### src/hdl/indexed_list_insert_delete_unit_assert.svh
// Assertion macros for the indexed list insert/delete unit.
// Included by indexed_list_insert_delete_unit, which carries the concurrent assertions; no other dependencies.
`ifndef INDEXED_LIST_INSERT_DELETE_UNIT_ASSERT_SVH
`define INDEXED_LIST_INSERT_DELETE_UNIT_ASSERT_SVH
`ifndef ASSERT_OFF
// Check prop at every clk edge while out of reset.
`define ILID_ASSERT(lbl, clk, rst_n, prop, msg) \
  lbl: assert property (@(posedge clk) disable iff (!rst_n) (prop)) else $error(msg);
// Check an implication at every clk edge while out of reset.
`define ILID_ASSERT_IMP(lbl, clk, rst_n, ante, cons, msg) \
  lbl: assert property (@(posedge clk) disable iff (!rst_n) (ante) |=> (cons)) else $error(msg);
`else
`define ILID_ASSERT(lbl, clk, rst_n, prop, msg)
`define ILID_ASSERT_IMP(lbl, clk, rst_n, ante, cons, msg)
`endif
`endif

### src/hdl/ilid_pkg.sv
// Shared types and constants of the indexed list insert/delete unit.
// No dependencies; used by ilid_cell and indexed_list_insert_delete_unit.
package ilid_pkg;

  localparam int CAPACITY_DEF = 64;
  localparam int IDX_W        = 11;   // holds any position or count up to 1024
  localparam int DATA_W       = 32;
  localparam int GRP_N        = 32;   // cells per read-reduction group

  localparam logic [2:0] OP_READ     = 3'd0;
  localparam logic [2:0] OP_INS_HEAD = 3'd1;
  localparam logic [2:0] OP_INS_TAIL = 3'd2;
  localparam logic [2:0] OP_INS_AT   = 3'd3;
  localparam logic [2:0] OP_DELETE   = 3'd4;
  localparam logic [2:0] OP_CLEAR    = 3'd5;

  localparam logic [1:0] ST_DONE  = 2'd0;
  localparam logic [1:0] ST_RANGE = 2'd1;
  localparam logic [1:0] ST_FULL  = 2'd2;

  // Broadcast from the sequencer to every cell.
  typedef struct packed {
    logic              ins;
    logic              del;
    logic              rd;
    logic [IDX_W-1:0]  pos;
    logic [DATA_W-1:0] value;
  } cell_ctl_t;

endpackage

### src/hdl/ilid_cell.sv
// One list slot: holds an entry and shifts toward head or tail on request.
// Depends on ilid_pkg.
module ilid_cell #(
  parameter int INDEX = 0
) (
  input  logic                        clk,
  input  ilid_pkg::cell_ctl_t         ctl,
  input  logic [ilid_pkg::DATA_W-1:0] prev_q,   // entry of the slot toward the head
  input  logic [ilid_pkg::DATA_W-1:0] next_q,   // entry of the slot toward the tail
  output logic [ilid_pkg::DATA_W-1:0] q,
  output logic [ilid_pkg::DATA_W-1:0] rd_q      // own entry if read hit, else zero
);

  localparam logic [ilid_pkg::IDX_W-1:0] IDX = ilid_pkg::IDX_W'(INDEX);

  logic [ilid_pkg::DATA_W-1:0] q_r, q_nxt;
  logic [ilid_pkg::DATA_W-1:0] rd_r, rd_nxt;
  logic                        hit;
  logic                        above;

  assign hit   = (IDX == ctl.pos);
  assign above = (IDX > ctl.pos);

  always_comb begin
    q_nxt = q_r;
    if (ctl.ins) begin
      if (above) q_nxt = prev_q;
      else if (hit) q_nxt = ctl.value;
    end else if (ctl.del) begin
      if (above || hit) q_nxt = next_q;
    end
    rd_nxt = (ctl.rd && hit) ? q_r : '0;
  end

  always_ff @(posedge clk) begin
    q_r  <= q_nxt;
    rd_r <= rd_nxt;
  end

  assign q    = q_r;
  assign rd_q = rd_r;

endmodule

### config.mk
export PLATFORM = sky130hd
export DESIGN_NAME = ilid_cell
export DESIGN_NICKNAME = d
export VERILOG_FILES = /design/src/hdl/indexed_list_insert_delete_unit_assert.svh /design/src/hdl/ilid_pkg.sv /design/src/hdl/ilid_cell.sv
export SDC_FILE = /design/constraint.sdc
export NUM_CORES = 1
export LEC_CHECK = 0
export BUFFER_PORTS_ARGS = -buffer_cell sky130_fd_sc_hd__buf_2
export CORE_MARGIN = 2
export CORE_UTILIZATION = 43
export CTS_BUF_LIST = sky130_fd_sc_hd__clkbuf_8
export CTS_CLUSTER_DIAMETER = 100
export DETAILED_ROUTE_END_ITERATION = 10
export PLACE_DENSITY = 0.82
export RECOVER_POWER = 50
export REMOVE_ABC_BUFFERS = 1
export SLEW_MARGIN = 10
export SYNTH_ARGS = -nofsm -noshare
export SYNTH_HDL_FRONTEND = slang
export SYNTH_SLANG_ARGS = --single-unit
export TNS_END_PERCENT = 50
### constraint.sdc
create_clock -name clk -period 3.9 [get_ports clk]
set_input_delay 0 -clock clk [delete_from_list [all_inputs] [get_ports clk]]
set_output_delay 0 -clock clk [all_outputs]
set_load 0.01 [all_outputs]
==> results of run 1 <==
-- worst paths after layout --
path	from	to	slack (ns)	cells after the start
worst max-delay path	ctl[40]	q[30]	1.68	4
worst min-delay path	ctl[43]	rd_q[1]	0.20	3
worst max register to register	q[5]	rd_q[5]	3.15	2
worst min register to register	q[21]	rd_q[21]	0.54	2
-- registers in the layout (all words and copies together) (netlist names) --
register and count:
q 32, rd_q 32
-- worst max-delay path: cells and delay by family --
kind                   cells  cell delay [ns]
buffers and inverters      2             0.54
and+or+nand+nor            2             1.64
-- through the flow --
stage          setup slack [ns]  util [%]  hold WS [ns]  total power (W)
2_1_floorplan             0.346         -         0.119         0.000768
3_3_place_gp               1.53      56.3         0.302         0.000821
3_5_place_dp               1.50      56.3         0.306         0.000825
4_1_cts                    1.85      69.9         0.190          0.00134
5_1_grt                    1.59      67.9         0.199          0.00139
6_report                   1.68      67.9         0.198          0.00134
-- power breakdown --
group	internal [W]	switching [W]
Sequential	0.000708	0.0000000986
Clock	0.000235	0.000227
Combinational	0.000106	0.0000586
-- per-layer routing --
layer	GRT usage, %	up-vias
met5	0	-
met4	10.3	0
met3	6.74	10
met2	40.7	98
met1	19.6	1036
li1	-	1073
-- cells in the final DEF (no fill, tap or decap), types with 2 or more instances in the layout --
cell type	count
buf_2	78
clkbuf_1	64
dlygate4sd3_1	64
dfxtp_1	32
edfxtp_1	32
nor4_1	9
buf_4	2
nor4_2	23
nand2_1	32
mux2_2	32
inv_1	5
clkbuf_8	10
-- area by class of cell --
type                    instances  area (um^2)  share of cell area, %
clock buffers                  10          138                   3.42
clock inverters                 6         23.8                  0.592
multi-input cells             101          876                   21.8
flip-flops and latches         64         1600                   39.9
well taps                      75         93.8                   2.33
repair buffers                208         1290                   32.0
-- kinds of logic after synthesis --
family / Yosys count / synth area share [%]
DFF: 64 / 60.7
and+or+nand+nor: 69 / 20.6
muxes: 32 / 13.7
buffers and inverters: 19 / 5.03
-- what timing repair did --
| action | 4_1_cts | 5_1_grt |
|---|---|---|
| hold buffers | 64 | 0 |
| setup buffers | 0 | 0 |
| endpoints found under the hold margin | 32 | 0 |
==> out/qor.txt, run 1 <==
OUTCOME
--------------------------------------------------------------------------------
Result of the run                                                   finished with violations
Failing checks                                                      capacitance limit, slew limit

GRT
--------------------------------------------------------------------------------
GRT Overall Usage                                                          21.1%
Wire length of the first global-routing pass                            10300 um
Antenna violations before repair                                               0
Overflow after GRT                                                             0
Maximum number of pins on one net before global-route repair                  34
Number of global-route vias before repair                                   2306

SYNTHESIS
--------------------------------------------------------------------------------
Post-synthesis register bit count                                             64
Main synth FF type                                                      edfxtp_1
Total of warnings raised by yosys                                              0
Count of cell types in the netlist                                            15
Fraction of post-synthesis cell area in the top cell type by area          36.4%
Most instantiated cells after synthesis                             dfxtp_1 (32), edfxtp_1 (32), mux2_2 (32), nand2_1 (32), nor4_2 (30)
Netlist Area Pre-Place                                                 2640 um^2
Async set-or-reset flop fraction in the synthesized netlist                   0%
Top cells by area in the synthesized netlist                        edfxtp_1 (36%), dfxtp_1 (24%), nor4_2 (14%)
Synthesized area per cell                                              14.3 um^2
Number of flops mapped to enable cells by yosys                               32
Cell type with the highest aggregate area in the netlist                edfxtp_1
Sequential-to-total area share from yosys stat                             60.7%
Synthesized instance count                                                   184

CLOCK NETWORK
--------------------------------------------------------------------------------
Cell chosen for the clock root                                          clkbuf_8
Clock latency on the worst-skew pair                                     0.33 ns
TritonCTS clock tree                                                         yes
Clock transition at the registers of the reported paths                  0.07 ns
Total CTS buffers                                                              9
Maximum buffer depth of the clock tree                                         2
Number of H-tree levels                                                        3
Clock Sinks                                                                   64
Total of cells resized after clock tree synthesis                              0

PWR
--------------------------------------------------------------------------------
Max VDD drop                                                            0.213 mV
Static Leakage                                                           1.51 nW
Power density of the placed cells                                    332 nW/um^2

ROUTING
--------------------------------------------------------------------------------
Detailed-routed wire length on met2                                      3770 um
Average wire per standard cell                                           15.1 um
Pre-Repair DR Iteration Count                                                  4
Residual DRC                                                                   0
Iter 0 DRT Violations                                                         76
WL met3                                                                   471 um
Vias per inst                                                               4.78
Antenna Nets Post-Route                                                        0
Routed met1 length                                                       2630 um
Drt total wl                                                             6990 um
Total via count in the routed design                                        2217
Top Layer Used                                                              met4

PLACE
--------------------------------------------------------------------------------
Total of buffers placed on input and output ports                            142
Half-perimeter wire length after detailed placement                      3940 um
RD Place Congestion                                                        0.718
Instance area at placement                                             3340 um^2
Placed Cells incl. Taps                                                      384

SETUP PATH
--------------------------------------------------------------------------------
Critical-path cell with the highest stage delay                            or4_1
Data required time at the worst endpoint                                 3.88 ns
Worst stage delay on the critical path                                   1.21 ns
Kind of end point of the critical path                                 flip-flop
Crit path kind                                                      input port to flip-flop
Crit-path max FO                                                              33
Type of element launching the critical path                           input port
Arrival time at the worst endpoint                                       2.20 ns
Critical path cell sequence                                         buf_2, or4_1, nor4_4, buf_4

TIMING
--------------------------------------------------------------------------------
Setup total negative slack                                                  0 ns
Final period utilization                                                   57.0%
Setup skew after layout                                               0.00774 ns
Time the worst path needs with I/O delays and setup                      2.22 ns
Number of setup violations in the final report                                 0
Number of pins exceeding their max-slew limit in the final report             34
Worst slew margin relative to its limit                                   -14.3%
Hold violation count in the final report                                       0
RSZ-0062 raised after global routing                                          no
Highest achievable clock rate                                          0.450 GHz
Transition time at the pin with the least slew margin                    1.71 ns

DIE
--------------------------------------------------------------------------------
Die Y-Extent                                                             82.3 um
Die X-Extent                                                             82.3 um
Area of the die                                                        6780 um^2
Standard cell core area                                                5920 um^2
Initial Utilization                                                        44.5%
Ports                                                                        175
Std cell rows                                                                 28

LAYOUT
--------------------------------------------------------------------------------
Number of standard cells in the layout, taps in and fillers out              464
Final instance area                                                    4020 um^2
Number of fillers in the final layout                                        469
Antenna fix cells                                                              0
Proportion of layout cells with a drive suffix above 1                     38.3%
Synthesis-to-layout area growth                                            52.4%
Final net count                                                              495

WORST HOLD PATH
--------------------------------------------------------------------------------
Type of the tightest min-delay check                                input port to flip-flop

JOB
--------------------------------------------------------------------------------
Count of max-cap constraint violations                                         1

No activity file was read; power rests on OpenSTA's default activity.
==> run 2, diff against run 1 <==
- CORE_UTILIZATION: 43 -> 39
- PLACE_DENSITY: 0.82 -> 0.78
- clock period: 3.9 -> 1.86 ns (I/O delays scaled with it)
==> run 2 against run 1 <==
Compared with the run above: the flow now finishes without violations; via count is 1.2% higher; total power is 110% higher; global-route usage is 2.7 points lower; critical path depth stayed put; register-to-register slack worse by 2.0 ns; first-iteration DRC count is 26% lower; sequential cell count stayed put; wire length is 1.5% lower; clock-buffer cell count is 1 lower; critical path type unchanged; largest cell class unchanged; largest power group unchanged.
==> out/qor.txt, run 2 (synthesis gave the netlist of run 1 again) <==
OUTCOME
--------------------------------------------------------------------------------
Result of the run                                                   finished clean

ROUTING
--------------------------------------------------------------------------------
Total via count in the routed design                                        2243   +1.2%
Pre-Repair DR Iteration Count                                                  4   unchanged
Residual DRC                                                                   0   unchanged
Vias per inst                                                               4.78   about the same
Iter 0 DRT Violations                                                         56   -26%
Antenna Nets Post-Route                                                        0   unchanged
Average wire per standard cell                                           14.7 um   -2.6%
Drt total wl                                                             6880 um   -1.5%

GRT
--------------------------------------------------------------------------------
Number of global-route vias before repair                                   2307   +0.043%
Overflow after GRT                                                             0   unchanged
Wire length of the first global-routing pass                            10400 um   +1.1%
GRT Overall Usage                                                          18.4%   -2.7 points
Antenna violations before repair                                               0   unchanged
Maximum number of pins on one net before global-route repair                  33   -2.9%

TIMING
--------------------------------------------------------------------------------
Final worst-path setup slack                                            0.443 ns   -1.24 ns
Setup total negative slack                                                  0 ns   unchanged
Number of pins exceeding their max-slew limit in the final report              0   -100%
Number of setup violations in the final report                                 0   unchanged
Time the worst path needs with I/O delays and setup                      1.42 ns
RSZ-0062 raised after global routing                                          no
Setup skew after layout                                                0.0128 ns   +0.00507 ns
Highest achievable clock rate                                          0.706 GHz
Final period utilization                                                   76.2%
Transition time at the pin with the least slew margin                   0.593 ns   -1.12 ns
Hold violation count in the final report                                       0   unchanged
Worst slew margin relative to its limit                                    60.5%   +75 points
Final worst hold slack                                                  0.190 ns   -0.00850 ns

LAYOUT
--------------------------------------------------------------------------------
Antenna fix cells                                                              0   unchanged
Leading cell type in the layout, fill and taps excluded                    buf_2
Synthesis-to-layout area growth                                            52.5%   about the same
Multi-input gate area in the final layout                               833 um^2   -4.9%
Seq. cell area                                                         1600 um^2   unchanged
Number of standard cells in the layout, taps in and fillers out              469   +1.1%
Number of fillers in the final layout                                        554   +18%
Final net count                                                              498   +0.61%
Proportion of layout cells with a drive suffix above 1                     38.0%   -0.29 points
Most frequent cells in the layout                                   buf_2 (78), dlygate4sd3_1 (64), clkbuf_1 (64)

SETUP PATH
--------------------------------------------------------------------------------
Data required time at the worst endpoint                                 1.92 ns   -1.96 ns
Number of cell instances on the worst register-to-register path                2   unchanged
Top cell family by delay on the critical path                       buffers and inverters
Critical-path cell with the highest stage delay                     dlygate4sd3_1
Register-to-register setup slack                                         1.14 ns   -2.01 ns
Number of gates on the worst path with buffers counted                         4   unchanged
Worst Path Buf+Inv                                                             3   +1
Worst stage delay on the critical path                                   0.57 ns   -0.64 ns
Crit path kind                                                      input port to flip-flop
Crit-path max FO                                                               1   -97%
Type of element launching the critical path                           input port
Most frequent cell on the critical path                             dlygate4sd3_1
Arrival time at the worst endpoint                                       1.48 ns   -0.72 ns
Critical path cell sequence                                         dlygate4sd3_1, buf_2, mux2_2, dlygate4sd3_1
Kind of end point of the critical path                                 flip-flop

CLOCK NETWORK
--------------------------------------------------------------------------------
Maximum buffer depth of the clock tree                                         2   unchanged
Clock transition at the registers of the reported paths                  0.06 ns   about the same
Post CTS Setup Buffer Count                                                    0   unchanged
Clock Sinks                                                                   64   unchanged
Cell chosen for the clock root                                          clkbuf_8
Clock latency on the worst-skew pair                                     0.33 ns   about the same
Total of cells resized after clock tree synthesis                              0   unchanged
Number of H-tree levels                                                        3   unchanged
Total CTS buffers                                                              9   unchanged
TritonCTS clock tree                                                         yes
Hold buffers post-CTS                                                         64   unchanged

DIE
--------------------------------------------------------------------------------
Initial Utilization                                                        40.8%   -3.7 points
Die X-Extent                                                             86.2 um   +4.8%
Area of the die                                                        7440 um^2   +9.7%
Standard cell core area                                                6460 um^2   +9.1%
Std cell rows                                                                 29   +3.6%
Die Y-Extent                                                             86.2 um   +4.8%
Ports                                                                        175   unchanged

PLACE
--------------------------------------------------------------------------------
Total of buffers placed on input and output ports                            142   unchanged
RD Place Congestion                                                        0.704   -2.0%
Placed Cells incl. Taps                                                      389   +1.3%
Minimum setup slack after placement                                     0.165 ns   -1.34 ns
Half-perimeter wire length after detailed placement                      4020 um   +2.1%

JOB
--------------------------------------------------------------------------------
Count of max-cap constraint violations                                         0   -1

PWR
--------------------------------------------------------------------------------
Max VDD drop                                                            0.402 mV   +89%
Static Leakage                                                           1.53 nW   +0.85%
Power density of the placed cells                                    693 nW/um^2   +110%
Final Total Pwr                                                        0.00279 W   +110%

WORST HOLD PATH
--------------------------------------------------------------------------------
Number of stages on the worst hold path                                        3   unchanged
Type of the tightest min-delay check                                input port to flip-flop

## run 2: changes by cell type in the layout (fill, tap and decap cells not counted)
cell / delta
nor4_1: +7
nor4_2: -7
or4_2: +1
clkinv_2: +4
or4_1: -1
buf_12: +2
buf_4: +1
inv_1: -3
clkbuf_8: -1
## run 2: final timing paths
path | endpoint | from
setup / recovery | q[4] | next_q[4]
hold / removal | rd_q[0] | ctl[43]
setup reg to reg | rd_q[12] | q[12]
hold reg to reg | rd_q[0] | q[0]
## run 2: worst reg2reg max path: cells and delay by family (launching register included)
kind | cells | cell delay (ns)
and+or+nand+nor | 2 | 0.28
DFF | 1 | 0.34
## run 2: area by class of cell
class,count,share of cell area [%]
well taps,77,2.40
clock buffers,9,3.08
flip-flops and latches,64,39.8
repair buffers,211,33.2
multi-input cells,101,20.7
clock inverters,7,0.809
## run 2: report_power, final
| group | total, W | switching [W] | internal [W] |
|---|---|---|---|
| clock network | 0.000955 | 0.000494 | 0.000461 |
| logic | 0.000348 | 0.000120 | 0.000229 |
| registers | 0.00148 | 0.000000203 | 0.00148 |
| total | 0.00279 | 0.000614 | 0.00217 |
## run 2: per-stage QoR
step	util (%)	cell area, um^2
final	62.3	4020
after global routing	62.3	4020
after CTS	64.8	4180
after detailed placement	52.4	3390
after global placement	52.4	3390
after floorplan	-	2500
## run 2: layer usage
metal | up-vias | track usage, % | part of all wire, % | wire [um]
li1 | 1081 | - | - | -
met1 | 1063 | 18.5 | 38 | 2610
met2 | 86 | 35.4 | 54 | 3740
met3 | 13 | 4.00 | 5.5 | 379
met4 | 0 | 8.81 | 2.1 | 146
met5 | - | 0 | 0 | 0
==> run 3, diff against run 2 <==
- clock period: 1.86 -> 1.3 ns (I/O delays scaled with it)
==> run 3 against run 2 <==
Compared with the run above: clock skew shrank 0.0045 ns; register-to-register slack got worse by 0.54 ns; combinational power increased by 36%; non-clock buffer count grew 4; via count about the same; die area unchanged; clock-buffer cell count up 4; sequential share of layout area fell by 2.2 points; critical path type unchanged; critical endpoint is now q[7]; largest cell class unchanged; largest power group unchanged; highest routed layer unchanged.
==> out/qor.txt, run 3 (synthesis gave the netlist of run 1 again) <==
WORST HOLD PATH
--------------------------------------------------------------------------------
Hold Path Origin                                                         ctl[43]
Number of stages on the worst hold path                                        3   unchanged
Type of the tightest min-delay check                                input port to flip-flop
Endpoint of the worst hold path                                         rd_q[14]

SETUP PATH
--------------------------------------------------------------------------------
Crit-path max FO                                                              16   +15
Launch instance of the worst register-to-register path                     q[21]
Data required time at the worst endpoint                                 1.33 ns   -0.59 ns
Type of element launching the critical path                           input port
Number of cell instances on the worst register-to-register path                2   unchanged
Kind of end point of the critical path                                 flip-flop
Crit path kind                                                      input port to flip-flop
Arrival time at the worst endpoint                                       1.29 ns   -0.19 ns
Worst Setup SP                                                           ctl[33]
Reg-to-reg endpoint                                                     rd_q[21]
Register-to-register setup slack                                         0.60 ns   -0.54 ns

PLACE
--------------------------------------------------------------------------------
RD Place Congestion                                                        0.702   -0.31%
Half-perimeter wire length after detailed placement                      4260 um   +6.0%
Total of buffers placed on input and output ports                            142   unchanged
Instance area at placement                                             3390 um^2   +0.22%
Placed Cells incl. Taps                                                      390   +0.26%

TIMING
--------------------------------------------------------------------------------
Setup total negative slack                                                  0 ns   unchanged
Highest achievable clock rate                                          0.793 GHz
RSZ-0062 raised after global routing                                          no
Time the worst path needs with I/O delays and setup                      1.26 ns
Number of setup violations in the final report                                 0   unchanged
Worst slew margin relative to its limit                                    62.0%   +1.6 points
Hold violation count in the final report                                       0   unchanged
Final period utilization                                                   97.0%
Final worst hold slack                                                  0.186 ns   -0.00398 ns
Number of pins exceeding their max-slew limit in the final report              0   unchanged
Setup skew after layout                                               0.00835 ns   -0.00446 ns
Transition time at the pin with the least slew margin                   0.569 ns   -0.0233 ns

CLOCK NETWORK
--------------------------------------------------------------------------------
Clock transition at the registers of the reported paths                  0.07 ns   about the same
Clock latency on the worst-skew pair                                     0.32 ns   about the same
Clock Sinks                                                                   64   unchanged
Maximum buffer depth of the clock tree                                         2   unchanged
Total CTS buffers                                                              9   unchanged
TritonCTS clock tree                                                         yes
Number of H-tree levels                                                        3   unchanged
Cell chosen for the clock root                                          clkbuf_8

ROUTING
--------------------------------------------------------------------------------
Residual DRC                                                                   0   unchanged
Average wire per standard cell                                           15.0 um   +2.0%
Vias per inst                                                               4.74   -0.80%
Drt total wl                                                             7080 um   +2.8%
Iter 0 DRT Violations                                                         70   +25%
Antenna Nets Post-Route                                                        0   unchanged
Pre-Repair DR Iteration Count                                                  4   unchanged
Total via count in the routed design                                        2244   +0.045%

LAYOUT
--------------------------------------------------------------------------------
Leading cell type in the layout, fill and taps excluded                    buf_2
Final instance area                                                    4260 um^2   +5.8%
Synthesis-to-layout area growth                                            61.3%
Number of standard cells in the layout, taps in and fillers out              473   +0.85%
Most frequent cells in the layout                                   buf_2 (102), dlygate4sd3_1 (64), clkbuf_1 (40)
Antenna fix cells                                                              0   unchanged
Final net count                                                              502   +0.80%
Proportion of layout cells with a drive suffix above 1                     48.2%   +10 points

PWR
--------------------------------------------------------------------------------
Switching portion of total power                                           20.2%   -1.9 points
Sequential power share                                                     48.3%   -4.9 points
Static Leakage                                                           1.65 nW   +8.0%
Clock group share of total power                                           40.9%   +6.6 points
Max VDD drop                                                            0.531 mV   +32%
Power density of the placed cells                                   1030 nW/um^2   +49%
Combinational share of power                                               10.8%   -1.7 points
Cell Int Power                                                         0.00351 W   +61%
Power dissipated by switching net loads                               0.000887 W   +44%
Final Total Pwr                                                        0.00440 W   +58%

GRT
--------------------------------------------------------------------------------
Overflow after GRT                                                             0   unchanged
Maximum number of pins on one net before global-route repair                  33   unchanged
Wire length of the first global-routing pass                            10900 um   +4.8%
Number of global-route vias before repair                                   2391   +3.6%
Antenna violations before repair                                               0   unchanged
GRT Overall Usage                                                          19.5%   +1.1 points

DIE
--------------------------------------------------------------------------------
Die Y-Extent                                                             86.2 um   unchanged
Area of the die                                                        7440 um^2   unchanged
Initial Utilization                                                        40.8%   unchanged
Die X-Extent                                                             86.2 um   unchanged
Ports                                                                        175   unchanged
Std cell rows                                                                 29   unchanged
Standard cell core area                                                6460 um^2   unchanged

JOB
--------------------------------------------------------------------------------
Count of max-cap constraint violations                                         0   unchanged

OUTCOME
--------------------------------------------------------------------------------
Result of the run                                                   finished clean

==> run 3: cell types whose count changed in the layout (fill, tap and decap cells not counted), moves of 2 or more <==
cell      previous run  this run
buf_2               78       102
clkbuf_1            64        40
nor4_1              16         3
nor4_2              16        29
clkbuf_8             9        13
clkinv_2             5         1
buf_4                3         5
==> run 3: stage by stage <==
stage / utilization [%] / setup slack, ns
finish: 65.9 / 0.0392
global placement: 52.5 / -0.377
floorplan: - / -2.25
global route: 65.9 / 0.000964
detailed placement: 52.5 / -0.399
CTS: 66.7 / 0.0266
==> run 3: layer usage <==
layer  up-vias  routed length, um  global-route usage, %
li1       1089                  -                      -
met1      1041               2480                   19.3
met2        95               3920                   37.1
met3        19                450                   4.76
met4         0                222                   10.2
met5         -                  0                      0
==> run 3: critical path, cell delays in order <==
cell and delay (ns):
buf_2 0.09, or4_4 0.56, nor4_4 0.31, buf_4 0.18
buf_12 0.15
==> run 3: how the worst max path moves through the flow <==
stage,depth (start not counted),slack [ns],to
2_1_floorplan,2,-2.25,q[0]
3_3_place_gp,4,-0.38,q[7]
3_5_place_dp,4,-0.40,q[21]
4_1_cts,5,0.03,q[7]
5_1_grt,5,0.001,q[14]
6_report,5,0.04,q[7]
==> run 3: power groups by stage <==
stage                     Clock, W  Sequential, W  Combinational, W
after global placement           0        0.00217          0.000309
after detailed placement         0        0.00217          0.000318
after global routing       0.00190        0.00212          0.000515
after CTS                  0.00183        0.00212          0.000467
after floorplan                  0        0.00217          0.000135
final                      0.00180        0.00212          0.000473
==> run 3: area by class of cell <==
cell class	instances	area, um^2
Fill cell	477	2200
Clock buffer	13	179
Tap cell	77	96.3
Clock inverter	3	38.8
Timing Repair Buffer	215	1420
Sequential cell	64	1600
Multi-Input combinational cell	101	917
==> run 3: repair_timing <==
| item | in CTS | in global routing |
|---|---|---|
| gates resized for setup | 1 | 0 |
| setup buffers | 1 | 0 |
| endpoints found under the setup margin | 32 | 16 |
| pin swaps | 1 | 1 |
| cloned | 2 | 0 |
| hold endpoints to repair | 32 | 0 |
| hold buffers | 64 | 0 |
